`src/design/sorted_table_search_engine_macros.svh`:
```
// Assertion macros shared by the search engine modules.
`ifndef SORTED_TABLE_SEARCH_ENGINE_MACROS_SVH
`define SORTED_TABLE_SEARCH_ENGINE_MACROS_SVH

`ifndef SYNTHESIS
`define STSE_ASSERT(name, clk, rst_n, prop) \
    name: assert property (@(posedge clk) disable iff (!rst_n) prop) \
        else $error("assertion failed");
`define STSE_ASSERT_NEXT(name, clk, rst_n, cond, expr) \
    name: assert property (@(posedge clk) disable iff (!rst_n) (cond) |=> (expr)) \
        else $error("assertion failed");
`else
`define STSE_ASSERT(name, clk, rst_n, prop)
`define STSE_ASSERT_NEXT(name, clk, rst_n, cond, expr)
`endif

`endif

```
`src/design/stse_pkg.sv`:
```
`default_nettype none
package stse_pkg;

    localparam int KEY_W       = 32;
    localparam int ADDR_W      = 8;
    localparam int CNT_W       = 9;
    localparam int PTR_W       = 10;
    localparam int LIST_DEPTH  = 256;
    localparam int INDEX_DEPTH = 256;
    localparam int PROD_W      = 41;
    localparam int DSH_W       = 40;
    localparam int Q_W         = 8;

    localparam logic [2:0] OP_WR_KEY   = 3'd0;
    localparam logic [2:0] OP_WR_INDEX = 3'd1;
    localparam logic [2:0] OP_SEQ      = 3'd2;
    localparam logic [2:0] OP_BIN      = 3'd3;
    localparam logic [2:0] OP_IDX      = 3'd4;
    localparam logic [2:0] OP_INT      = 3'd5;

    typedef struct packed {
        logic [2:0]               op;
        logic [ADDR_W-1:0]        slot;
        logic signed [KEY_W-1:0]  value;
        logic [ADDR_W-1:0]        entry_start;
        logic [ADDR_W-1:0]        range_low;
        logic [ADDR_W-1:0]        range_high;
        logic [CNT_W-1:0]         count;
    } req_t;

    typedef enum logic [4:0] {
        ACT_NONE,
        ACT_LOAD,
        ACT_SEQ_RD,
        ACT_SEQ_NEXT,
        ACT_BIN_RD,
        ACT_LO_UP,
        ACT_HI_DN,
        ACT_LO_MID,
        ACT_IDX_K0,
        ACT_IDX_KN,
        ACT_IDX_I0,
        ACT_IDX_PREV,
        ACT_IDX_RDN,
        ACT_IDX_RDL,
        ACT_IDX_NEXT,
        ACT_IDX_RDS,
        ACT_IDX_S0,
        ACT_IDX_S1,
        ACT_IDX_LAST,
        ACT_INT_RDH,
        ACT_INT_RDL,
        ACT_INT_MUL,
        ACT_INT_DIV,
        ACT_INT_RDJ,
        ACT_INT_RDF,
        ACT_HIT_LO,
        ACT_HIT_MID,
        ACT_MISS,
        ACT_EMIT
    } act_t;

    typedef enum logic [4:0] {
        ST_IDLE,
        ST_SEQ_RD,
        ST_SEQ_CK,
        ST_BIN_RD,
        ST_BIN_CK,
        ST_IDX_K0,
        ST_IDX_CK0,
        ST_IDX_CKN,
        ST_IDX_I0,
        ST_IDX_LOOP,
        ST_IDX_CK,
        ST_IDX_S0,
        ST_IDX_S1,
        ST_IDX_LAST,
        ST_INT_RDH,
        ST_INT_RDL,
        ST_INT_CK,
        ST_INT_DIV,
        ST_INT_RDJ,
        ST_INT_CKJ,
        ST_INT_FIN,
        ST_INT_FCK,
        ST_OUT
    } state_t;

    typedef struct packed {
        act_t act;
    } cmd_t;

    typedef struct packed {
        logic lo_gt_hi;
        logic key_eq;
        logic key_gt;
        logic key_lt;
        logic n_zero;
        logic cnt_last;
        logic ivl_hit;
        logic int_go;
        logic div_last;
        logic lo_lt_n;
        logic out_free;
    } status_t;

endpackage
`default_nettype wire

```
`src/design/stse_ctrl.sv`:
```
`default_nettype none
`include "sorted_table_search_engine_macros.svh"
module stse_ctrl (
    input  wire logic             aclk,
    input  wire logic             aresetn,
    input  wire logic             in_valid,
    input  wire logic [2:0]       in_op,
    input  stse_pkg::status_t     status,
    output logic                  in_ready,
    output stse_pkg::cmd_t        cmd
);

    stse_pkg::state_t state_reg, state_next;

    always_ff @(posedge aclk) begin
        if (!aresetn) begin
            state_reg <= stse_pkg::ST_IDLE;
        end else begin
            state_reg <= state_next;
        end
    end

    always_comb begin
        state_next = state_reg;
        unique case (state_reg)
            stse_pkg::ST_IDLE: begin
                if (in_valid) begin
                    priority case (in_op)
                        stse_pkg::OP_SEQ: state_next = stse_pkg::ST_SEQ_RD;
                        stse_pkg::OP_BIN: state_next = stse_pkg::ST_BIN_RD;
                        stse_pkg::OP_IDX: state_next = stse_pkg::ST_IDX_K0;
                        stse_pkg::OP_INT: state_next = stse_pkg::ST_INT_RDH;
                        default:          state_next = stse_pkg::ST_IDLE;
                    endcase
                end
            end
            stse_pkg::ST_SEQ_RD:
                state_next = status.lo_gt_hi ? stse_pkg::ST_OUT : stse_pkg::ST_SEQ_CK;
            stse_pkg::ST_SEQ_CK:
                state_next = status.key_eq ? stse_pkg::ST_OUT : stse_pkg::ST_SEQ_RD;
            stse_pkg::ST_BIN_RD:
                state_next = status.lo_gt_hi ? stse_pkg::ST_OUT : stse_pkg::ST_BIN_CK;
            stse_pkg::ST_BIN_CK:
                state_next = status.key_eq ? stse_pkg::ST_OUT : stse_pkg::ST_BIN_RD;
            stse_pkg::ST_IDX_K0:
                state_next = status.n_zero ? stse_pkg::ST_OUT : stse_pkg::ST_IDX_CK0;
            stse_pkg::ST_IDX_CK0:
                state_next = status.key_lt ? stse_pkg::ST_OUT : stse_pkg::ST_IDX_CKN;
            stse_pkg::ST_IDX_CKN:
                state_next = status.key_gt ? stse_pkg::ST_OUT : stse_pkg::ST_IDX_I0;
            stse_pkg::ST_IDX_I0:
                state_next = stse_pkg::ST_IDX_LOOP;
            stse_pkg::ST_IDX_LOOP:
                state_next = status.cnt_last ? stse_pkg::ST_IDX_LAST : stse_pkg::ST_IDX_CK;
            stse_pkg::ST_IDX_CK:
                state_next = status.ivl_hit ? stse_pkg::ST_IDX_S0 : stse_pkg::ST_IDX_LOOP;
            stse_pkg::ST_IDX_S0:
                state_next = stse_pkg::ST_IDX_S1;
            stse_pkg::ST_IDX_S1:
                state_next = stse_pkg::ST_SEQ_RD;
            stse_pkg::ST_IDX_LAST:
                state_next = stse_pkg::ST_SEQ_RD;
            stse_pkg::ST_INT_RDH:
                state_next = status.lo_gt_hi ? stse_pkg::ST_INT_FIN : stse_pkg::ST_INT_RDL;
            stse_pkg::ST_INT_RDL:
                state_next = stse_pkg::ST_INT_CK;
            stse_pkg::ST_INT_CK:
                state_next = status.int_go ? stse_pkg::ST_INT_DIV : stse_pkg::ST_INT_FIN;
            stse_pkg::ST_INT_DIV:
                state_next = status.div_last ? stse_pkg::ST_INT_RDJ : stse_pkg::ST_INT_DIV;
            stse_pkg::ST_INT_RDJ:
                state_next = stse_pkg::ST_INT_CKJ;
            stse_pkg::ST_INT_CKJ:
                state_next = stse_pkg::ST_INT_RDH;
            stse_pkg::ST_INT_FIN:
                state_next = status.lo_lt_n ? stse_pkg::ST_INT_FCK : stse_pkg::ST_OUT;
            stse_pkg::ST_INT_FCK:
                state_next = stse_pkg::ST_OUT;
            stse_pkg::ST_OUT:
                state_next = status.out_free ? stse_pkg::ST_IDLE : stse_pkg::ST_OUT;
            default:
                state_next = stse_pkg::ST_IDLE;
        endcase
    end

    always_comb begin
        cmd.act  = stse_pkg::ACT_NONE;
        in_ready = 1'b0;
        unique case (state_reg)
            stse_pkg::ST_IDLE: begin
                in_ready = 1'b1;
                if (in_valid) begin
                    cmd.act = stse_pkg::ACT_LOAD;
                end
            end
            stse_pkg::ST_SEQ_RD:
                cmd.act = status.lo_gt_hi ? stse_pkg::ACT_MISS : stse_pkg::ACT_SEQ_RD;
            stse_pkg::ST_SEQ_CK:
                cmd.act = status.key_eq ? stse_pkg::ACT_HIT_LO : stse_pkg::ACT_SEQ_NEXT;
            stse_pkg::ST_BIN_RD:
                cmd.act = status.lo_gt_hi ? stse_pkg::ACT_MISS : stse_pkg::ACT_BIN_RD;
            stse_pkg::ST_BIN_CK: begin
                priority if (status.key_eq) begin
                    cmd.act = stse_pkg::ACT_HIT_MID;
                end else if (status.key_gt) begin
                    cmd.act = stse_pkg::ACT_LO_UP;
                end else begin
                    cmd.act = stse_pkg::ACT_HI_DN;
                end
            end
            stse_pkg::ST_IDX_K0:
                cmd.act = status.n_zero ? stse_pkg::ACT_MISS : stse_pkg::ACT_IDX_K0;
            stse_pkg::ST_IDX_CK0:
                cmd.act = status.key_lt ? stse_pkg::ACT_MISS : stse_pkg::ACT_IDX_KN;
            stse_pkg::ST_IDX_CKN:
                cmd.act = status.key_gt ? stse_pkg::ACT_MISS : stse_pkg::ACT_IDX_I0;
            stse_pkg::ST_IDX_I0:
                cmd.act = stse_pkg::ACT_IDX_PREV;
            stse_pkg::ST_IDX_LOOP:
                cmd.act = status.cnt_last ? stse_pkg::ACT_IDX_RDL : stse_pkg::ACT_IDX_RDN;
            stse_pkg::ST_IDX_CK:
                cmd.act = status.ivl_hit ? stse_pkg::ACT_IDX_RDS : stse_pkg::ACT_IDX_NEXT;
            stse_pkg::ST_IDX_S0:
                cmd.act = stse_pkg::ACT_IDX_S0;
            stse_pkg::ST_IDX_S1:
                cmd.act = stse_pkg::ACT_IDX_S1;
            stse_pkg::ST_IDX_LAST:
                cmd.act = stse_pkg::ACT_IDX_LAST;
            stse_pkg::ST_INT_RDH:
                cmd.act = status.lo_gt_hi ? stse_pkg::ACT_NONE : stse_pkg::ACT_INT_RDH;
            stse_pkg::ST_INT_RDL:
                cmd.act = stse_pkg::ACT_INT_RDL;
            stse_pkg::ST_INT_CK:
                cmd.act = status.int_go ? stse_pkg::ACT_INT_MUL : stse_pkg::ACT_NONE;
            stse_pkg::ST_INT_DIV:
                cmd.act = stse_pkg::ACT_INT_DIV;
            stse_pkg::ST_INT_RDJ:
                cmd.act = stse_pkg::ACT_INT_RDJ;
            stse_pkg::ST_INT_CKJ: begin
                priority if (status.key_gt) begin
                    cmd.act = stse_pkg::ACT_LO_UP;
                end else if (status.key_lt) begin
                    cmd.act = stse_pkg::ACT_HI_DN;
                end else begin
                    cmd.act = stse_pkg::ACT_LO_MID;
                end
            end
            stse_pkg::ST_INT_FIN:
                cmd.act = status.lo_lt_n ? stse_pkg::ACT_INT_RDF : stse_pkg::ACT_MISS;
            stse_pkg::ST_INT_FCK:
                cmd.act = status.key_eq ? stse_pkg::ACT_HIT_LO : stse_pkg::ACT_MISS;
            stse_pkg::ST_OUT:
                cmd.act = status.out_free ? stse_pkg::ACT_EMIT : stse_pkg::ACT_NONE;
            default:
                cmd.act = stse_pkg::ACT_NONE;
        endcase
    end

    `STSE_ASSERT(a_emit_free, aclk, aresetn, (cmd.act == stse_pkg::ACT_EMIT) |-> status.out_free)
    `STSE_ASSERT_NEXT(a_search_busy, aclk, aresetn,
        in_valid && in_ready && (in_op == stse_pkg::OP_SEQ || in_op == stse_pkg::OP_BIN ||
        in_op == stse_pkg::OP_IDX || in_op == stse_pkg::OP_INT), state_reg != stse_pkg::ST_IDLE)
    `STSE_ASSERT_NEXT(a_div_exit, aclk, aresetn,
        state_reg == stse_pkg::ST_INT_DIV && status.div_last, state_reg == stse_pkg::ST_INT_RDJ)

endmodule
`default_nettype wire

```
`config.mk`:
```
export PLATFORM = sky130hd
export DESIGN_NAME = stse_ctrl
export DESIGN_NICKNAME = d
export VERILOG_FILES = /design/src/design/stse_pkg.sv /design/src/design/stse_ctrl.sv
export VERILOG_INCLUDE_DIRS = /design/src /design/src/design
export SDC_FILE = /design/constraint.sdc
export NUM_CORES = 1
export LEC_CHECK = 0
export BUFFER_PORTS_ARGS = -buffer_cell sky130_fd_sc_hd__buf_2
export CORE_ASPECT_RATIO = 0.7
export CORE_UTILIZATION = 50
export CTS_CLUSTER_DIAMETER = 200
export CTS_CLUSTER_SIZE = 25
export DETAILED_ROUTE_END_ITERATION = 6
export GPL_ROUTABILITY_DRIVEN = 0
export PLACE_DENSITY = 0.73
export REMOVE_ABC_BUFFERS = 1
export SETUP_SLACK_MARGIN = 0.1
export SKIP_CTS_REPAIR_TIMING = 1
export SYNTH_ARGS = -nofsm -noshare
export SYNTH_HDL_FRONTEND = slang
export SYNTH_SLANG_ARGS = --single-unit
```
`constraint.sdc`:
```
create_clock -name aclk -period 1.95 [get_ports aclk]
set_input_delay 0.585 -clock aclk [delete_from_list [all_inputs] [get_ports aclk]]
set_output_delay 0.585 -clock aclk [all_outputs]
set_load 0.03 [all_outputs]
```
# [Yosys cells after proc, flatten, opt, wreduce, memory -nomap -nowiden]
# Cells that the tools add are included.
[op_classes] n_eq_ne=27 mux=37 n_reduce_logical=2
[ops] op="one-hot mux 5 bit (23 select lines)" n=1
[ops] op="one-hot mux 5 bit (22 select lines)" n=1
[ops] op="two-way mux 5 bit" n=20
[ops] op="equality test 5 x 4 -> 1 bit (second input constant)" n=8
[ops] op="equality test 5 bit (second input constant)" n=7
[ops] op="equality test 5 x 3 -> 1 bit (second input constant)" n=4
[ops] op="one-hot mux 4 bit (4 select lines)" n=1
[ops] op="two-way mux 2 bit" n=7
[ops] op="equality test 5 x 2 -> 1 bit (second input constant)" n=2
[ops] op="equality test 3 x 2 -> 1 bit (second input constant)" n=2
[ops] op="equality test 3 bit (second input constant)" n=2
[ops] op="two-way mux 3 bit" n=2
[ops] op="equality test 5 x 1 -> 1 bit (second input constant)" n=1
[ops] op="zero test 5 bit" n=1
[ops] op="two-way mux 1 bit" n=5
[ops] op="inequality test 2 bit (second input constant)" n=1
[ops] op="OR reduction 2 bit" n=1
[totals] reg_bits=5 out_inout_bits=6

# [Logic depth before layout (Yosys ltp)]
[logic_depth] depth_word=4 mapped_depth=7 depth_no_buf=5

# [Worst setup path before layout]
# No wires, ideal clock.
[synth_timing] path_kind="input -> output" startpoint="input port status[10] in the netlist's numbering" endpoint="output port cmd[0] in the netlist's numbering" t_arrival_ns=1.476 setup_slack_ns=-0.111 path_stages=5 n_path_buf=0 cell_sequence="nor3b_2 -> a21oi_1 -> o21a_1 -> o22a_1 -> o2111ai_1"
[synth_lines] element="start, declared" line="stse_ctrl.sv:8" source="input stse_pkg::status_t status,"
[synth_lines] element="end, declared" line="stse_ctrl.sv:10" source="output stse_pkg::cmd_t cmd"

==> impl_metrics.env <==
export IMPL_status="finished, violations left"
export IMPL_violations="DRC, setup timing"
export IMPL_synth_ff_type="dfxtp_1"
export IMPL_synthCells=174
export IMPL_cts_root_buffer_cell="clkbuf_4"
export IMPL_tightest_slew_ns=0.5006
export IMPL_fmax_mhz=416.8
export IMPL_slew_headroom_pct=66.34
export IMPL_min_period_ns=2.399
export IMPL_synthArstFlopShare_pct=0
export IMPL_synth_seq_area_share_pct=8.264
export IMPL_cts_sinks=5
export IMPL_drt_total_wl_um=6349
export IMPL_final_common_cell="buf_4"
export IMPL_die_area_sq_mm=0.002626
export IMPL_fin_cells=286
export IMPL_max_stage_delay_ns=0.38
export IMPL_antenna_found_initial=0
export IMPL_path_class="register to output pin"
export IMPL_endpoint_kind="output pin"
export IMPL_yosys_warnings=0
export IMPL_setup_viol=6
export IMPL_numCtsBuffers=3
export IMPL_ys_ff_latch=5
export IMPL_arrival_ns=1.81
export IMPL_fin_crit_sh_pct=123.1
export IMPL_clockBufferDepth=2
export IMPL_vias=2000
export IMPL_path_clk_slew_ns=0.05
export IMPL_p_leak_nw=0.8504
export IMPL_yosysTopAreaCell="buf_6"
export IMPL_viasPerCell=6.993
export IMPL_grt_max_degree=18
export IMPL_final_util_pct=89.26
export IMPL_syn_area_sq_mm=0.001211
export IMPL_hpwl_um=3823
export IMPL_crit_family="simple AND/OR/NAND/NOR gates"
export IMPL_nets=272
export IMPL_mostFrequentLayoutCells="buf_4 (62), nand2_1 (19), buf_2 (16), nor2_1 (11), o21ai_0 (9)"
export IMPL_synth_edf_count=0
export IMPL_fillCellCount=101
export IMPL_grt_pass1_wl_um=7424
export IMPL_worstPathMaxFanout=4
export IMPL_synth_top_cell_area_share_pct=8.368
export IMPL_peakVddDrop_v=0.0009754
export IMPL_clock_skew_ns=0.001231
export IMPL_final_cell_area_sq_mm=0.001986
export IMPL_final_max_slew_viol_count=0
export IMPL_io_buffers=22
export IMPL_cts_tree="built"
export IMPL_area_growth_syn_to_layout_pct=63.95
export IMPL_crit_path_start_kind="register"
export IMPL_largest_reg_flops=5
export IMPL_ys_top_cells_by_area="buf_6 (8.4%), dfxtp_1 (8.3%), nand2_1 (6.2%), nand2b_1 (4.6%), a21oi_1 (4.1%)"
export IMPL_post_route_cells_drive_above_1_share_pct=52.36
export IMPL_ant_nets=0
export IMPL_overflow=0
export IMPL_start_util_pct=54.44
export IMPL_cp_slowest_cell="dfxtp_4"
export IMPL_fin_ws_ns=-0.4495
export IMPL_core_sq_mm=0.002225
export IMPL_die_h_um=43.18
export IMPL_finalSetupTns_ns=-1.912
export IMPL_preCtsSetupSlack_ns=-0.3119
export IMPL_drc=1
export IMPL_drv_cap=0
export IMPL_required_ns=1.36
export IMPL_cp_num_buf_inv=2
export IMPL_rsz0062_at_grt="yes"
export IMPL_avgSynthCellArea_sq_um=6.961
export IMPL_final_hold_viol_count=0
export IMPL_wl_per_cell_um=22.20
export IMPL_drt_iter0_markers=349
export IMPL_antennaDiodeCount=0
export IMPL_rows=14
export IMPL_placed_cell_area_sq_mm=0.001685
export IMPL_ys_types=54
export IMPL_p_per_area_mw_per_mm2=1216
export IMPL_min_path_type="input port to register"
export IMPL_grt_pass1_vias=1655
export IMPL_placedCellCount=272
export IMPL_groute_usage_overall_pct=38.66
export IMPL_cts_htree_levels=1
export IMPL_path_cells="buf_6 -> nand3b_1 -> nor3_2 -> a21oi_2 -> o21a_1 -> o211ai_1 -> buf_4"
export IMPL_die_width_um=60.83
export IMPL_pin_count=23
export IMPL_worstSkewPairLatency_ns=0.25
export IMPL_first_pass_iters=7
power by group:
group | switching [mW] | internal (mW) | total (mW)
Sequential | 0.0726 | 0.144 | 0.217
Combinational | 1.10 | 0.963 | 2.07
Clock | 0.0545 | 0.0781 | 0.133
worst reg2reg max path: cells and delay by family, from the launching register on:
family	cells	cell delay, ns
AO/OA/AOI/OAI	3	0.52
buffers and inverters	3	0.44
AND/OR/NAND/NOR	2	0.43
flip-flops	1	0.41
layer usage:
metal	up-vias	share of wire [%]	global-route usage [%]	routed length [um]
met5	-	0	0	0
met4	0	7.3	15.45	465
met3	80	15	11.89	963
met2	252	42	62.64	2682
met1	855	35	47.01	2237
li1	813	-	-	-
stage by stage:
stage / hold slack [ns] / total power, mW
after floorplan: 0.7210 / 1.009
after global placement: 0.8380 / 1.710
after detailed placement: 0.8633 / 1.770
after CTS: 0.6197 / 1.903
final: 0.6684 / 2.415
after global routing: 0.6521 / 2.495
cell usage after synthesis, drive strengths merged (4+ instances only):
library cell,n
buf,14
nor2b,6
nand2,20
nand2b,10
nand3,4
a31oi,7
a21oi,10
nor2,16
nor3b,4
o21ai,13
nor3,9
o211ai,5
dfxtp,5
inv,6
logic make-up after synthesis:
| group | after synthesis | share of synthesized area (%) |
|---|---|---|
| AND/OR/NAND/NOR | 88 | 43.49 |
| AO/OA/AOI/OAI | 60 | 34.40 |
| buffers and inverters | 20 | 13.12 |
| flip-flops | 5 | 8.265 |
| XOR/XNOR | 1 | 0.7233 |
layout make-up:
class	instances	area [sq um]	share of cell area, %
multi-input combinational	149	1072	54.00
timing repair buffer	90	705.7	35.54
sequential	5	118.9	5.986
tap	32	40.04	2.016
clock buffer	4	26.28	1.323
inverter	6	22.52	1.134
path summary, 6_finish.rpt:
path | start | to | slack [ns] | depth (start not counted)
hold / removal | aresetn | state_reg[1] | 0.67 | 3
setup / recovery | state_reg[4] | cmd[2] | -0.45 | 7
hold reg to reg | state_reg[3] | state_reg[1] | 0.80 | 3
setup reg to reg | state_reg[1] | state_reg[4] | 0.02 | 8
(Power assumes the default switching activity.)
